## src/svps_pkg.sv

```systemverilog
// ----------------------------------------------------------------------------
// svps_pkg
// Shared widths, register indexes, unit request types and state encodings
// for the stochastic volatility path step block.
// ----------------------------------------------------------------------------
`default_nettype none

package svps_pkg;

    // fixed point widths
    localparam int FX_W      = 48;   // signed Q16.32
    localparam int VAL_W     = 47;   // unsigned Q15.32
    localparam int NOISE_W   = 32;   // signed Q4.28
    localparam int SUM_W     = FX_W + 2;
    localparam int FRAC_Q16  = 32;
    localparam int FRAC_Q4   = 28;

    localparam logic [VAL_W-1:0] MAX_VAL = {VAL_W{1'b1}};

    // configuration port
    localparam int CFG_IDX_W  = 4;
    localparam int CFG_DATA_W = 48;

    localparam logic [CFG_IDX_W-1:0] CFG_MODEL_MODE      = 4'd0;
    localparam logic [CFG_IDX_W-1:0] CFG_START_VARIANCE  = 4'd1;
    localparam logic [CFG_IDX_W-1:0] CFG_START_PRICE     = 4'd2;
    localparam logic [CFG_IDX_W-1:0] CFG_REVERSION_RATE  = 4'd3;
    localparam logic [CFG_IDX_W-1:0] CFG_REVERSION_LEVEL = 4'd4;
    localparam logic [CFG_IDX_W-1:0] CFG_VOL_OF_VARIANCE = 4'd5;
    localparam logic [CFG_IDX_W-1:0] CFG_INTEREST_RATE   = 4'd6;
    localparam logic [CFG_IDX_W-1:0] CFG_TIME_STEP       = 4'd7;

    // shift-add multiplier, one digit of the second operand per cycle
    localparam int MUL_DIGIT_W = 4;
    localparam int MUL_STEPS   = FX_W / MUL_DIGIT_W;
    localparam int MUL_CNT_W   = $clog2(MUL_STEPS);
    localparam int PROD_W      = 2 * FX_W;
    localparam int MUL_ACC_W   = PROD_W + MUL_DIGIT_W;
    localparam int PART_W      = FX_W + MUL_DIGIT_W;

    // digit-by-digit square root, one result bit per cycle
    localparam int ROOT_W     = 40;
    localparam int RAD_W      = 2 * ROOT_W;
    localparam int REM_W      = ROOT_W + 3;
    localparam int ROOT_CNT_W = $clog2(ROOT_W);

    typedef struct packed {
        logic                   go;
        logic signed [FX_W-1:0] a;
        logic signed [FX_W-1:0] b;
        logic                   frac_q4;
    } mul_req_t;

    typedef struct packed {
        logic                   done;
        logic signed [FX_W-1:0] res;
    } mul_rsp_t;

    typedef struct packed {
        logic             go;
        logic [VAL_W-1:0] val;
    } root_req_t;

    typedef struct packed {
        logic              done;
        logic [ROOT_W-1:0] res;
    } root_rsp_t;

    typedef enum logic [13:0] {
        S_IDLE   = 14'b00000000000001,
        S_ROOT_V = 14'b00000000000010,
        S_MUL_1  = 14'b00000000000100,
        S_MUL_2  = 14'b00000000001000,
        S_MUL_3  = 14'b00000000010000,
        S_MUL_4  = 14'b00000000100000,
        S_SUM_V  = 14'b00000001000000,
        S_ROOT_N = 14'b00000010000000,
        S_MUL_5  = 14'b00000100000000,
        S_MUL_6  = 14'b00001000000000,
        S_MUL_7  = 14'b00010000000000,
        S_MUL_8  = 14'b00100000000000,
        S_SUM_P  = 14'b01000000000000,
        S_DONE   = 14'b10000000000000
    } seq_state_t;

    typedef enum logic [2:0] {
        MU_IDLE  = 3'b001,
        MU_RUN   = 3'b010,
        MU_ROUND = 3'b100
    } mul_state_t;

    typedef enum logic [1:0] {
        RT_IDLE = 2'b01,
        RT_RUN  = 2'b10
    } root_state_t;

endpackage

`default_nettype wire

```

## src/svps_mul.sv

```systemverilog
// ----------------------------------------------------------------------------
// svps_mul
// Iterative signed fixed-point multiplier: magnitude shift-add over digits,
// then round half away from zero, saturate to 47 bits and restore the sign.
// ----------------------------------------------------------------------------
`default_nettype none

module svps_mul (
    input  wire logic               clk,
    input  wire logic               rst_n,
    input  wire svps_pkg::mul_req_t req,
    output svps_pkg::mul_rsp_t      rsp
);
    import svps_pkg::*;

    mul_state_t                  state_reg, state_next;
    logic [MUL_ACC_W-1:0]        acc_reg, acc_next;
    logic [FX_W-1:0]             a_reg, a_next;
    logic [FX_W-1:0]             b_reg, b_next;
    logic                        neg_reg, neg_next;
    logic                        frac_reg, frac_next;
    logic [MUL_CNT_W-1:0]        cnt_reg, cnt_next;
    logic                        done_reg, done_next;
    logic signed [FX_W-1:0]      res_reg, res_next;

    logic [FX_W-1:0]             a_mag;
    logic [FX_W-1:0]             b_mag;
    logic [PART_W-1:0]           part;
    logic [MUL_ACC_W-1:0]        acc_sum;
    logic [PROD_W:0]             rnd;
    logic [PROD_W:0]             shifted;
    logic                        sat;
    logic [VAL_W-1:0]            mag;
    logic [FX_W-1:0]             mag_ext;

    // operand magnitudes
    assign a_mag = req.a[FX_W-1] ? (~req.a + FX_W'(1)) : req.a;
    assign b_mag = req.b[FX_W-1] ? (~req.b + FX_W'(1)) : req.b;

    // one digit of b times a, added at the top and shifted down
    assign part    = {{MUL_DIGIT_W{1'b0}}, a_reg}
                   * {{FX_W{1'b0}}, b_reg[MUL_DIGIT_W-1:0]};
    assign acc_sum = acc_reg + {part, {FX_W{1'b0}}};

    // rounding and saturation of the finished product
    assign rnd     = {1'b0, acc_reg[PROD_W-1:0]}
                   + (frac_reg ? ((PROD_W+1)'(1) << (FRAC_Q4 - 1))
                               : ((PROD_W+1)'(1) << (FRAC_Q16 - 1)));
    assign shifted = frac_reg ? (rnd >> FRAC_Q4) : (rnd >> FRAC_Q16);
    assign sat     = |shifted[PROD_W:VAL_W];
    assign mag     = sat ? MAX_VAL : shifted[VAL_W-1:0];
    assign mag_ext = {1'b0, mag};

    // sequencing of the unit
    always_comb
    begin
        state_next = state_reg;
        acc_next   = acc_reg;
        a_next     = a_reg;
        b_next     = b_reg;
        neg_next   = neg_reg;
        frac_next  = frac_reg;
        cnt_next   = cnt_reg;
        done_next  = 1'b0;
        res_next   = res_reg;
        case (state_reg)
            MU_IDLE:
            begin
                if (req.go)
                begin
                    a_next     = a_mag;
                    b_next     = b_mag;
                    neg_next   = req.a[FX_W-1] ^ req.b[FX_W-1];
                    frac_next  = req.frac_q4;
                    acc_next   = '0;
                    cnt_next   = '0;
                    state_next = MU_RUN;
                end
            end
            MU_RUN:
            begin
                acc_next = acc_sum >> MUL_DIGIT_W;
                b_next   = b_reg >> MUL_DIGIT_W;
                cnt_next = cnt_reg + MUL_CNT_W'(1);
                if (cnt_reg == MUL_CNT_W'(MUL_STEPS - 1))
                begin
                    state_next = MU_ROUND;
                end
            end
            MU_ROUND:
            begin
                res_next   = neg_reg ? (~mag_ext + FX_W'(1)) : mag_ext;
                done_next  = 1'b1;
                state_next = MU_IDLE;
            end
            default:
            begin
                state_next = MU_IDLE;
            end
        endcase
    end

    // control registers
    always_ff @(posedge clk or negedge rst_n)
    begin
        if (!rst_n)
        begin
            state_reg <= MU_IDLE;
            done_reg  <= 1'b0;
            cnt_reg   <= '0;
        end
        else
        begin
            state_reg <= state_next;
            done_reg  <= done_next;
            cnt_reg   <= cnt_next;
        end
    end

    // datapath registers
    always_ff @(posedge clk)
    begin
        acc_reg  <= acc_next;
        a_reg    <= a_next;
        b_reg    <= b_next;
        neg_reg  <= neg_next;
        frac_reg <= frac_next;
        res_reg  <= res_next;
    end

    assign rsp.done = done_reg;
    assign rsp.res  = res_reg;

endmodule

`default_nettype wire

```

## src/svps_root.sv

```systemverilog
// ----------------------------------------------------------------------------
// svps_root
// Iterative floor square root of an unsigned Q15.32 value, one result bit per cycle,
// result in unsigned Q8.32.
// ----------------------------------------------------------------------------
`default_nettype none

module svps_root (
    input  wire logic                clk,
    input  wire logic                rst_n,
    input  wire svps_pkg::root_req_t req,
    output svps_pkg::root_rsp_t      rsp
);
    import svps_pkg::*;

    root_state_t              state_reg, state_next;
    logic [RAD_W-1:0]         rad_reg, rad_next;
    logic [REM_W-1:0]         rem_reg, rem_next;
    logic [ROOT_W-1:0]        root_reg, root_next;
    logic [ROOT_CNT_W-1:0]    cnt_reg, cnt_next;
    logic                     done_reg, done_next;

    logic [REM_W-1:0]         rem_shift;
    logic [REM_W-1:0]         trial;
    logic                     fits;

    // bring down two radicand bits and try the next root bit
    assign rem_shift = {rem_reg[REM_W-3:0], rad_reg[RAD_W-1:RAD_W-2]};
    assign trial     = {1'b0, root_reg, 2'b01};
    assign fits      = (rem_shift >= trial);

    always_comb
    begin
        state_next = state_reg;
        rad_next   = rad_reg;
        rem_next   = rem_reg;
        root_next  = root_reg;
        cnt_next   = cnt_reg;
        done_next  = 1'b0;
        case (state_reg)
            RT_IDLE:
            begin
                if (req.go)
                begin
                    rad_next   = {1'b0, req.val, {FRAC_Q16{1'b0}}};
                    rem_next   = '0;
                    root_next  = '0;
                    cnt_next   = '0;
                    state_next = RT_RUN;
                end
            end
            RT_RUN:
            begin
                rad_next  = rad_reg << 2;
                rem_next  = fits ? (rem_shift - trial) : rem_shift;
                root_next = {root_reg[ROOT_W-2:0], fits};
                cnt_next  = cnt_reg + ROOT_CNT_W'(1);
                if (cnt_reg == ROOT_CNT_W'(ROOT_W - 1))
                begin
                    done_next  = 1'b1;
                    state_next = RT_IDLE;
                end
            end
            default:
            begin
                state_next = RT_IDLE;
            end
        endcase
    end

    // control registers
    always_ff @(posedge clk or negedge rst_n)
    begin
        if (!rst_n)
        begin
            state_reg <= RT_IDLE;
            done_reg  <= 1'b0;
            cnt_reg   <= '0;
        end
        else
        begin
            state_reg <= state_next;
            done_reg  <= done_next;
            cnt_reg   <= cnt_next;
        end
    end

    // datapath registers
    always_ff @(posedge clk)
    begin
        rad_reg  <= rad_next;
        rem_reg  <= rem_next;
        root_reg <= root_next;
    end

    assign rsp.done = done_reg;
    assign rsp.res  = root_reg;

endmodule

`default_nettype wire

```

## src/stochastic_volatility_path_step_top.sv

```systemverilog
// ----------------------------------------------------------------------------
// stochastic_volatility_path_step_top
// One Euler step of a mean-reverting variance and its price, GARCH or Heston
// noise scaling, signed Q16.32, run by a sequencer over a shared multiplier
// and a shared square root unit.
// ----------------------------------------------------------------------------
//  channel  direction  handshake             payload
//  in       input      in_valid / in_stall   path_start, frac_noise, plain_noise
//  out      output     out_valid / out_stall step_price, step_variance,
//                                            variance_clamped
//  cfg      input      cfg_valid / cfg_ready cfg_index, cfg_data
//
//  an item takes 8 multiplies, one root of the new variance, plus a root of
//  the old one in Heston mode, and the states for the accept, the two sums
//  and the result hand-off
//  reset clears the path state, the configuration registers and the sequencer
//  a finished result waits in the output register; the next request is
//  taken while it is stalled, and a second result waits for it to drain
// ----------------------------------------------------------------------------
`default_nettype none

module stochastic_volatility_path_step_top (
    input  wire logic                                clk,
    input  wire logic                                rst_n,
    input  wire logic                                in_valid,
    output logic                                     in_stall,
    input  wire logic                                path_start,
    input  wire logic signed [svps_pkg::NOISE_W-1:0] frac_noise,
    input  wire logic signed [svps_pkg::NOISE_W-1:0] plain_noise,
    output logic                                     out_valid,
    input  wire logic                                out_stall,
    output logic signed [svps_pkg::FX_W-1:0]         step_price,
    output logic [svps_pkg::VAL_W-1:0]               step_variance,
    output logic                                     variance_clamped,
    input  wire logic                                cfg_valid,
    output logic                                     cfg_ready,
    input  wire logic [svps_pkg::CFG_IDX_W-1:0]      cfg_index,
    input  wire logic [svps_pkg::CFG_DATA_W-1:0]     cfg_data
);
    import svps_pkg::*;

    // configuration registers
    logic                    mode_reg;
    logic [VAL_W-1:0]        start_var_reg;
    logic [VAL_W-1:0]        start_price_reg;
    logic [VAL_W-1:0]        rate_reg;
    logic [VAL_W-1:0]        level_reg;
    logic [VAL_W-1:0]        vol_reg;
    logic [FX_W-1:0]         interest_reg;
    logic [VAL_W-1:0]        dt_reg;

    // sequencer and working registers
    seq_state_t              state_reg, state_next;
    logic                    issued_reg, issued_next;
    logic [VAL_W-1:0]        v_reg, v_next;
    logic [FX_W-1:0]         p_reg, p_next;
    logic [NOISE_W-1:0]      fn_reg, fn_next;
    logic [NOISE_W-1:0]      pn_reg, pn_next;
    logic [VAL_W-1:0]        scale_reg, scale_next;
    logic [FX_W-1:0]         prod_reg, prod_next;
    logic [FX_W-1:0]         dv_reg, dv_next;
    logic [FX_W-1:0]         dp_reg, dp_next;
    logic [ROOT_W-1:0]       sq_reg, sq_next;
    logic                    clamp_reg, clamp_next;

    // output register
    logic                    out_valid_reg, out_valid_next;
    logic [FX_W-1:0]         out_price_reg, out_price_next;
    logic [VAL_W-1:0]        out_var_reg, out_var_next;
    logic                    out_clamp_reg, out_clamp_next;

    mul_req_t                mul_req;
    mul_rsp_t                mul_rsp;
    root_req_t               root_req;
    root_rsp_t               root_rsp;

    logic                    in_take;
    logic                    mul_state;
    logic                    root_state;
    logic                    unit_done;
    logic                    out_free;
    logic [FX_W-1:0]         level_diff;
    logic [SUM_W-1:0]        sum_v;
    logic [SUM_W-1:0]        sum_p;
    logic                    p_over;
    logic                    p_under;

    svps_mul u_mul (
        .clk   (clk),
        .rst_n (rst_n),
        .req   (mul_req),
        .rsp   (mul_rsp)
    );

    svps_root u_root (
        .clk   (clk),
        .rst_n (rst_n),
        .req   (root_req),
        .rsp   (root_rsp)
    );

    assign cfg_ready = 1'b1;
    assign in_stall  = (state_reg != S_IDLE);
    assign in_take   = in_valid && !in_stall;
    assign out_free  = !out_valid_reg || !out_stall;

    assign mul_state  = state_reg inside {S_MUL_1, S_MUL_2, S_MUL_3, S_MUL_4,
                                          S_MUL_5, S_MUL_6, S_MUL_7, S_MUL_8};
    assign root_state = state_reg inside {S_ROOT_V, S_ROOT_N};
    assign unit_done  = (mul_state && mul_rsp.done) || (root_state && root_rsp.done);

    assign level_diff = {1'b0, level_reg} - {1'b0, v_reg};

    // multiplier operand selection
    always_comb
    begin
        mul_req.go      = mul_state && !issued_reg;
        mul_req.a       = prod_reg;
        mul_req.b       = {1'b0, dt_reg};
        mul_req.frac_q4 = 1'b0;
        case (state_reg)
            S_MUL_1:
            begin
                mul_req.a = {1'b0, rate_reg};
                mul_req.b = level_diff;
            end
            S_MUL_3:
            begin
                mul_req.a = {1'b0, vol_reg};
                mul_req.b = {1'b0, scale_reg};
            end
            S_MUL_4:
            begin
                mul_req.b       = {{(FX_W-NOISE_W){fn_reg[NOISE_W-1]}}, fn_reg};
                mul_req.frac_q4 = 1'b1;
            end
            S_MUL_5:
            begin
                mul_req.a = interest_reg;
                mul_req.b = p_reg;
            end
            S_MUL_7:
            begin
                mul_req.a = {{(FX_W-ROOT_W){1'b0}}, sq_reg};
                mul_req.b = p_reg;
            end
            S_MUL_8:
            begin
                mul_req.b       = {{(FX_W-NOISE_W){pn_reg[NOISE_W-1]}}, pn_reg};
                mul_req.frac_q4 = 1'b1;
            end
            default:
            begin
                mul_req.a = prod_reg;
            end
        endcase
    end

    // square root request
    assign root_req.go  = root_state && !issued_reg;
    assign root_req.val = v_reg;

    // variance and price sums
    assign sum_v = {3'b000, v_reg}
                 + {{2{dv_reg[FX_W-1]}}, dv_reg}
                 + {{2{prod_reg[FX_W-1]}}, prod_reg};
    assign sum_p = {{2{p_reg[FX_W-1]}}, p_reg}
                 + {{2{dp_reg[FX_W-1]}}, dp_reg}
                 + {{2{prod_reg[FX_W-1]}}, prod_reg};
    assign p_over  = !sum_p[SUM_W-1] && (sum_p[SUM_W-2:FX_W-1] != 2'b00);
    assign p_under = sum_p[SUM_W-1] && (sum_p[SUM_W-2:FX_W-1] != 2'b11);

    // step sequencer
    always_comb
    begin
        state_next     = state_reg;
        issued_next    = issued_reg;
        v_next         = v_reg;
        p_next         = p_reg;
        fn_next        = fn_reg;
        pn_next        = pn_reg;
        scale_next     = scale_reg;
        prod_next      = prod_reg;
        dv_next        = dv_reg;
        dp_next        = dp_reg;
        sq_next        = sq_reg;
        clamp_next     = clamp_reg;
        out_valid_next = out_valid_reg && out_stall;
        out_price_next = out_price_reg;
        out_var_next   = out_var_reg;
        out_clamp_next = out_clamp_reg;

        if (mul_req.go || root_req.go)
        begin
            issued_next = 1'b1;
        end
        if (unit_done)
        begin
            issued_next = 1'b0;
        end

        case (state_reg)
            S_IDLE:
            begin
                if (in_take)
                begin
                    fn_next = frac_noise;
                    pn_next = plain_noise;
                    if (path_start)
                    begin
                        v_next     = start_var_reg;
                        p_next     = {1'b0, start_price_reg};
                        scale_next = start_var_reg;
                    end
                    else
                    begin
                        scale_next = v_reg;
                    end
                    state_next = mode_reg ? S_ROOT_V : S_MUL_1;
                end
            end
            S_ROOT_V:
            begin
                if (root_rsp.done)
                begin
                    scale_next = {{(VAL_W-ROOT_W){1'b0}}, root_rsp.res};
                    state_next = S_MUL_1;
                end
            end
            S_MUL_1:
            begin
                if (mul_rsp.done)
                begin
                    prod_next  = mul_rsp.res;
                    state_next = S_MUL_2;
                end
            end
            S_MUL_2:
            begin
                if (mul_rsp.done)
                begin
                    dv_next    = mul_rsp.res;
                    state_next = S_MUL_3;
                end
            end
            S_MUL_3:
            begin
                if (mul_rsp.done)
                begin
                    prod_next  = mul_rsp.res;
                    state_next = S_MUL_4;
                end
            end
            S_MUL_4:
            begin
                if (mul_rsp.done)
                begin
                    prod_next  = mul_rsp.res;
                    state_next = S_SUM_V;
                end
            end
            S_SUM_V:
            begin
                // clamp a negative variance to zero, saturate a large one
                clamp_next = sum_v[SUM_W-1];
                if (sum_v[SUM_W-1])
                begin
                    v_next = '0;
                end
                else if (sum_v[SUM_W-2:VAL_W] != '0)
                begin
                    v_next = MAX_VAL;
                end
                else
                begin
                    v_next = sum_v[VAL_W-1:0];
                end
                state_next = S_ROOT_N;
            end
            S_ROOT_N:
            begin
                if (root_rsp.done)
                begin
                    sq_next    = root_rsp.res;
                    state_next = S_MUL_5;
                end
            end
            S_MUL_5:
            begin
                if (mul_rsp.done)
                begin
                    prod_next  = mul_rsp.res;
                    state_next = S_MUL_6;
                end
            end
            S_MUL_6:
            begin
                if (mul_rsp.done)
                begin
                    dp_next    = mul_rsp.res;
                    state_next = S_MUL_7;
                end
            end
            S_MUL_7:
            begin
                if (mul_rsp.done)
                begin
                    prod_next  = mul_rsp.res;
                    state_next = S_MUL_8;
                end
            end
            S_MUL_8:
            begin
                if (mul_rsp.done)
                begin
                    prod_next  = mul_rsp.res;
                    state_next = S_SUM_P;
                end
            end
            S_SUM_P:
            begin
                // saturate the price to the signed 48-bit range
                if (p_over)
                begin
                    p_next = {1'b0, MAX_VAL};
                end
                else if (p_under)
                begin
                    p_next = {1'b1, {VAL_W{1'b0}}};
                end
                else
                begin
                    p_next = sum_p[FX_W-1:0];
                end
                state_next = S_DONE;
            end
            S_DONE:
            begin
                if (out_free)
                begin
                    out_valid_next = 1'b1;
                    out_price_next = p_reg;
                    out_var_next   = v_reg;
                    out_clamp_next = clamp_reg;
                    state_next     = S_IDLE;
                end
            end
            default:
            begin
                state_next = S_IDLE;
            end
        endcase
    end

    // control, path state and configuration registers
    always_ff @(posedge clk or negedge rst_n)
    begin
        if (!rst_n)
        begin
            state_reg       <= S_IDLE;
            issued_reg      <= 1'b0;
            out_valid_reg   <= 1'b0;
            v_reg           <= '0;
            p_reg           <= '0;
            mode_reg        <= 1'b0;
            start_var_reg   <= '0;
            start_price_reg <= '0;
            rate_reg        <= '0;
            level_reg       <= '0;
            vol_reg         <= '0;
            interest_reg    <= '0;
            dt_reg          <= '0;
        end
        else
        begin
            state_reg     <= state_next;
            issued_reg    <= issued_next;
            out_valid_reg <= out_valid_next;
            v_reg         <= v_next;
            p_reg         <= p_next;
            if (cfg_valid && cfg_ready)
            begin
                case (cfg_index)
                    CFG_MODEL_MODE:      mode_reg        <= cfg_data[0];
                    CFG_START_VARIANCE:  start_var_reg   <= cfg_data[VAL_W-1:0];
                    CFG_START_PRICE:     start_price_reg <= cfg_data[VAL_W-1:0];
                    CFG_REVERSION_RATE:  rate_reg        <= cfg_data[VAL_W-1:0];
                    CFG_REVERSION_LEVEL: level_reg       <= cfg_data[VAL_W-1:0];
                    CFG_VOL_OF_VARIANCE: vol_reg         <= cfg_data[VAL_W-1:0];
                    CFG_INTEREST_RATE:   interest_reg    <= cfg_data[FX_W-1:0];
                    CFG_TIME_STEP:       dt_reg          <= cfg_data[VAL_W-1:0];
                    default:             mode_reg        <= mode_reg;
                endcase
            end
        end
    end

    // working payload registers
    always_ff @(posedge clk)
    begin
        fn_reg        <= fn_next;
        pn_reg        <= pn_next;
        scale_reg     <= scale_next;
        prod_reg      <= prod_next;
        dv_reg        <= dv_next;
        dp_reg        <= dp_next;
        sq_reg        <= sq_next;
        clamp_reg     <= clamp_next;
        out_price_reg <= out_price_next;
        out_var_reg   <= out_var_next;
        out_clamp_reg <= out_clamp_next;
    end

    assign out_valid        = out_valid_reg;
    assign step_price       = out_price_reg;
    assign step_variance    = out_var_reg;
    assign variance_clamped = out_clamp_reg;

    // a new result only comes out of the final sequencer step
    a_out_from_done: assert property (@(posedge clk) disable iff (!rst_n)
        $rose(out_valid) |-> $past(state_reg == S_DONE))
        else $error("result presented without a finished step");

    // the two shared units never finish in the same cycle
    a_one_unit: assert property (@(posedge clk) disable iff (!rst_n)
        !(mul_rsp.done && root_rsp.done))
        else $error("multiplier and root finished together");

    // a clamped variance is reported as zero
    a_clamp_zero: assert property (@(posedge clk) disable iff (!rst_n)
        (out_valid && variance_clamped) |-> (step_variance == '0))
        else $error("clamped variance is not zero");

    // no unit request is outstanding while idle
    a_idle_quiet: assert property (@(posedge clk) disable iff (!rst_n)
        (state_reg == S_IDLE) |-> !issued_reg)
        else $error("unit request outstanding in idle");

endmodule

`default_nettype wire
```

## config.mk

```make
export PLATFORM = sky130hd
export DESIGN_NAME = stochastic_volatility_path_step_top
export DESIGN_NICKNAME = d
export VERILOG_FILES = /design/src/svps_pkg.sv /design/src/svps_mul.sv /design/src/svps_root.sv /design/src/stochastic_volatility_path_step_top.sv
export SDC_FILE = /design/constraint.sdc
export NUM_CORES = 2
export LEC_CHECK = 0
export ABC_AREA = 1
export ABC_CLOCK_PERIOD_IN_PS = 12300
export BUFFER_PORTS_ARGS = -buffer_cell sky130_fd_sc_hd__buf_2
export CAP_MARGIN = 20
export CORE_AREA = 4 4 436 438
export DETAILED_ROUTE_END_ITERATION = 10
export DIE_AREA = 0 0 440 442
export GPL_TIMING_DRIVEN = 0
export PLACE_DENSITY_LB_ADDON = 0.12
export SYNTH_ARGS = -nofsm -noshare
export SYNTH_HDL_FRONTEND = slang
export SYNTH_SLANG_ARGS = --single-unit
```

## constraint.sdc

```tcl
create_clock -name clk -period 12.3 [get_ports clk]
set_clock_uncertainty 0.15 [all_clocks]
set_input_delay 1.23 -clock clk [delete_from_list [all_inputs] [get_ports clk]]
set_output_delay 1.23 -clock clk [all_outputs]
set_load 0.01 [all_outputs]
```

==> flow_summary_export.csv <==
group,metric,value,unit
setup_path,worstPathRequired,12.72,ns
global_route,grt_antenna_before_repair,55,
floorplanning,die_h,442,um
timing,worst_slack,3.56,ns
global_route,grt_pass1_vias,69586,
route,wl_met3,40200,um
timing,fmax,0.114,GHz
place,dp.cells,12444,
run,drv_cap,0,
pwr,leakage,38.2,nW
synth,netlist_area,77700,um2
place,finalWeightedCongestion,1.05,
clock_network,post_cts_resized,0,
route,drc,0,
floorplanning,coreArea,187000,um2
timing,slew_violations,1,
layout,nets,10709,
floorplanning,rows,159,
route,drtPass1Iterations,6,
setup_path,timing_worst_setup_path_type,"flop to flop",
synth,synth_cells,9698,
layout,fillers,19197,
setup_path,critPathCaptureType,"flop",
route,via_count,72916,
run_status,status,"complete, but fails checks",
global_route,grt_first_pass_wirelength,511000,um
floorplanning,io_pins,221,
place,hpwlAfterDp,303000,um
setup_path,crit_path_start,"u_mul.b_reg[1]",
synth,ys_ff_latch,1195,
route,top_layer,"met5",
setup_path,critPathArrivalTime,9.15,ns
synth,yosys_warnings,0,
timing,finalCriticalPeriod,8.74,ns
setup_path,start_kind,"flop",
timing,post-route-period-util,71.0,%
setup_path,critPathMaxFanout,10,
setup_path,cp_top_family,"compound AO/OA/AOI/OAI gates",
clock_network,cts_setup_buffers,0,
timing,worst_pin_slew,1.69,ns
timing,max-slew-margin-rel,-13.0,%
synth,synth-seq-area-share,43.2,%
min_path,min_path_type,"input port to async pin",
synth,synth.avg_cell_area,8.01,um2
clock_network,clk_path_buf_depth,3,
timing,finalSetupTns,0,ns
route,wl,368000,um
clock_network,cts_buffers,141,
route,wl_met1,153000,um
clock_network,htreeDepth,4,
setup_path,slowest_delay,0.68,ns
pwr,p_per_area,232,nW/um2
global_route,gr-total-overflow,0,
synth,synth_edf_count,736,
global_route,grt_use_total,37.1,%
setup_path,cp_slowest_cell,"o21ai_0",
clock_network,clkSinkCount,1195,
layout,drive_above_1_share,6.44,%
layout,final_cells,12740,
route,drtAntennaViolNets,0,
clock_network,cts_hold_repair.buffers,0,
setup_path,r2r_start,"u_mul.b_reg[1]",
pwr,ir_drop,0.167,mV
setup_path,path_buf_inv,3,
synth,synthArstFlopShare,38.4,%
timing,hold_viol_final,0,
synth,yosysUniqueCellTypes,70,
synth,synth_fp_nets,10309,
layout,largest_register_ffs,69,
route,wire_per_inst,28.9,um
layout,syn2layout_area_growth,12.5,%
floorplanning,die_area,194000,um2
timing,setup_viol,0,
floorplanning,die_w,440,um
place,dp_slack,3.70,ns
timing,rsz0062_at_grt,"false",
route,via_per_inst,5.72,
global_route,grt_max_degree,113,
route,drt_iter0_markers,9495,
layout,multi_input_area,38100,um2
layout,layout.area.seq,33600,um2
route,wl_met2,156000,um
clock_network,clkSlewWorstSetupHoldPaths,0.07,ns
place,io_buffers,218,
run_status,violations,"slew limit",
clock_network,insertion_delay,0.84,ns
floorplanning,start_util,41.6,%
clock_network,cts_root_buffer,"clkbuf_16",
synth,ys.flop_type,"edfxtp_1",
clock_network,cts_tree,"built",
-- final timing paths --
check                      depth (start not counted)           endpoint  slack (ns)
setup / recovery                                  29  u_mul.acc_reg[94]        3.56
hold / removal                                     1  start_var_reg[17]        0.23
setup reg to reg                                  29  u_mul.acc_reg[94]        3.56
hold reg to reg                                    0   variance_clamped        0.30
max in group asynchronous                          3          dt_reg[7]       10.25
min in group clk                                   0   variance_clamped        0.30
-- cell families after synthesis --
family	share of synthesized area [%]
adders and majority gates	9.72
buffers and inverters	7.84
DFF	43.2
xor gates and xnor gates	3.63
muxes	0.0515
AOI/OAI and AO/OA	13.3
other	0.00483
and+or+nand+nor	22.2
-- worst reg2reg max path: cells and delay by family, from the launching register on --
family	cells	cell delay (ns)
AOI/OAI and AO/OA	9	2.88
and+or+nand+nor	12	2.00
adders and majority gates	4	1.61
buffers and inverters	3	1.21
DFF	1	0.48
xor gates and xnor gates	1	0.18
-- synth_stat cells, types with 44 or more instances --
| cell type | instances | area share (%) |
|---|---|---|
| a31oi_1 | 72 | 0.58 |
| o21ai_0 | 902 | 5.8 |
| a21oi_1 | 694 | 4.5 |
| nor3_1 | 61 | 0.39 |
| inv_1 | 1270 | 6.1 |
| nand3b_1 | 72 | 0.70 |
| nand2_1 | 2370 | 11 |
| clkbuf_1 | 211 | 1.0 |
| dfrtp_1 | 456 | 15 |
| xnor2_1 | 119 | 1.3 |
| o21a_1 | 44 | 0.43 |
| nand3_1 | 319 | 2.1 |
| fa_1 | 191 | 4.9 |
| nor2_1 | 1103 | 5.3 |
| xor2_1 | 203 | 2.3 |
| edfxtp_1 | 736 | 28 |
| ha_1 | 298 | 4.8 |
| nand4_1 | 117 | 0.94 |
-- metrics by stage --
stage | total power [mW] | hold WS (ns) | instance area (um2) | util, %
4_1_cts | 20.1 | 0.233 | 87300 | 46.8
3_3_place_gp | 15.7 | 0.274 | 81900 | 43.9
2_1_floorplan | 11.8 | 0.250 | 77700 | -
5_1_grt | 21.4 | 0.256 | 87400 | 46.8
6_report | 20.3 | 0.227 | 87400 | 46.9
3_5_place_dp | 15.8 | 0.271 | 82600 | 44.3
-- layer usage --
layer  up-vias  global-route usage (%)
met5         -                       0
met2      3643                    54.6
met1     35869                    50.9
met3       674                    10.7
met4        12                    16.1
li1      32718                       -
-- final cells by class --
class                           count  area share, %
Antenna cell                       29         0.0830
Buffer                            292           1.43
Clock buffer                      185           4.40
Clock inverter                     76          0.936
Inverter                         1291           5.55
Multi-Input combinational cell   6920           43.6
Sequential cell                  1195           38.4
Tap cell                         2495           3.57
Timing Repair Buffer              257           2.05
-- placed cells by master, fill, tap and decap left out, types with 13 or more instances in the layout --
cell type,synthesis,layout
dfrtp_1,456,456
a31oi_1,72,72
buf_1,26,26
nand4_1,117,117
inv_1,1270,1269
nor3_1,61,59
clkbuf_16,0,142
xor2_1,203,203
o21bai_1,19,19
ha_1,298,298
a21oi_1,694,693
o21ai_0,902,902
inv_2,15,15
nand3b_1,72,72
diode_2,0,29
clkbuf_8,0,13
a21boi_0,14,14
clkinv_2,0,21
buf_2,33,250
o211ai_1,29,29
edfxtp_1,736,736
o21a_1,44,44
nor4_1,23,23
nand2_2,23,23
xnor2_1,119,119
o21ai_1,29,29
a211oi_1,13,13
buf_4,16,22
a21o_1,20,20
a221oi_1,29,28
nor2_1,1103,1097
nand2_1,2370,2369
fa_1,191,191
clkinv_1,6,23
o22ai_1,13,13
nand3_1,319,319
nor2_2,32,32
clkbuf_1,211,241
-- report_power, final --
group          switching [mW]  leakage (nW)  internal [mW]  total [mW]
clock network            1.89          2.25           2.38        4.27
registers                1.13          12.5           5.15        6.28
logic                    6.80          23.4           2.92        9.73
(Power assumes the default switching activity.)
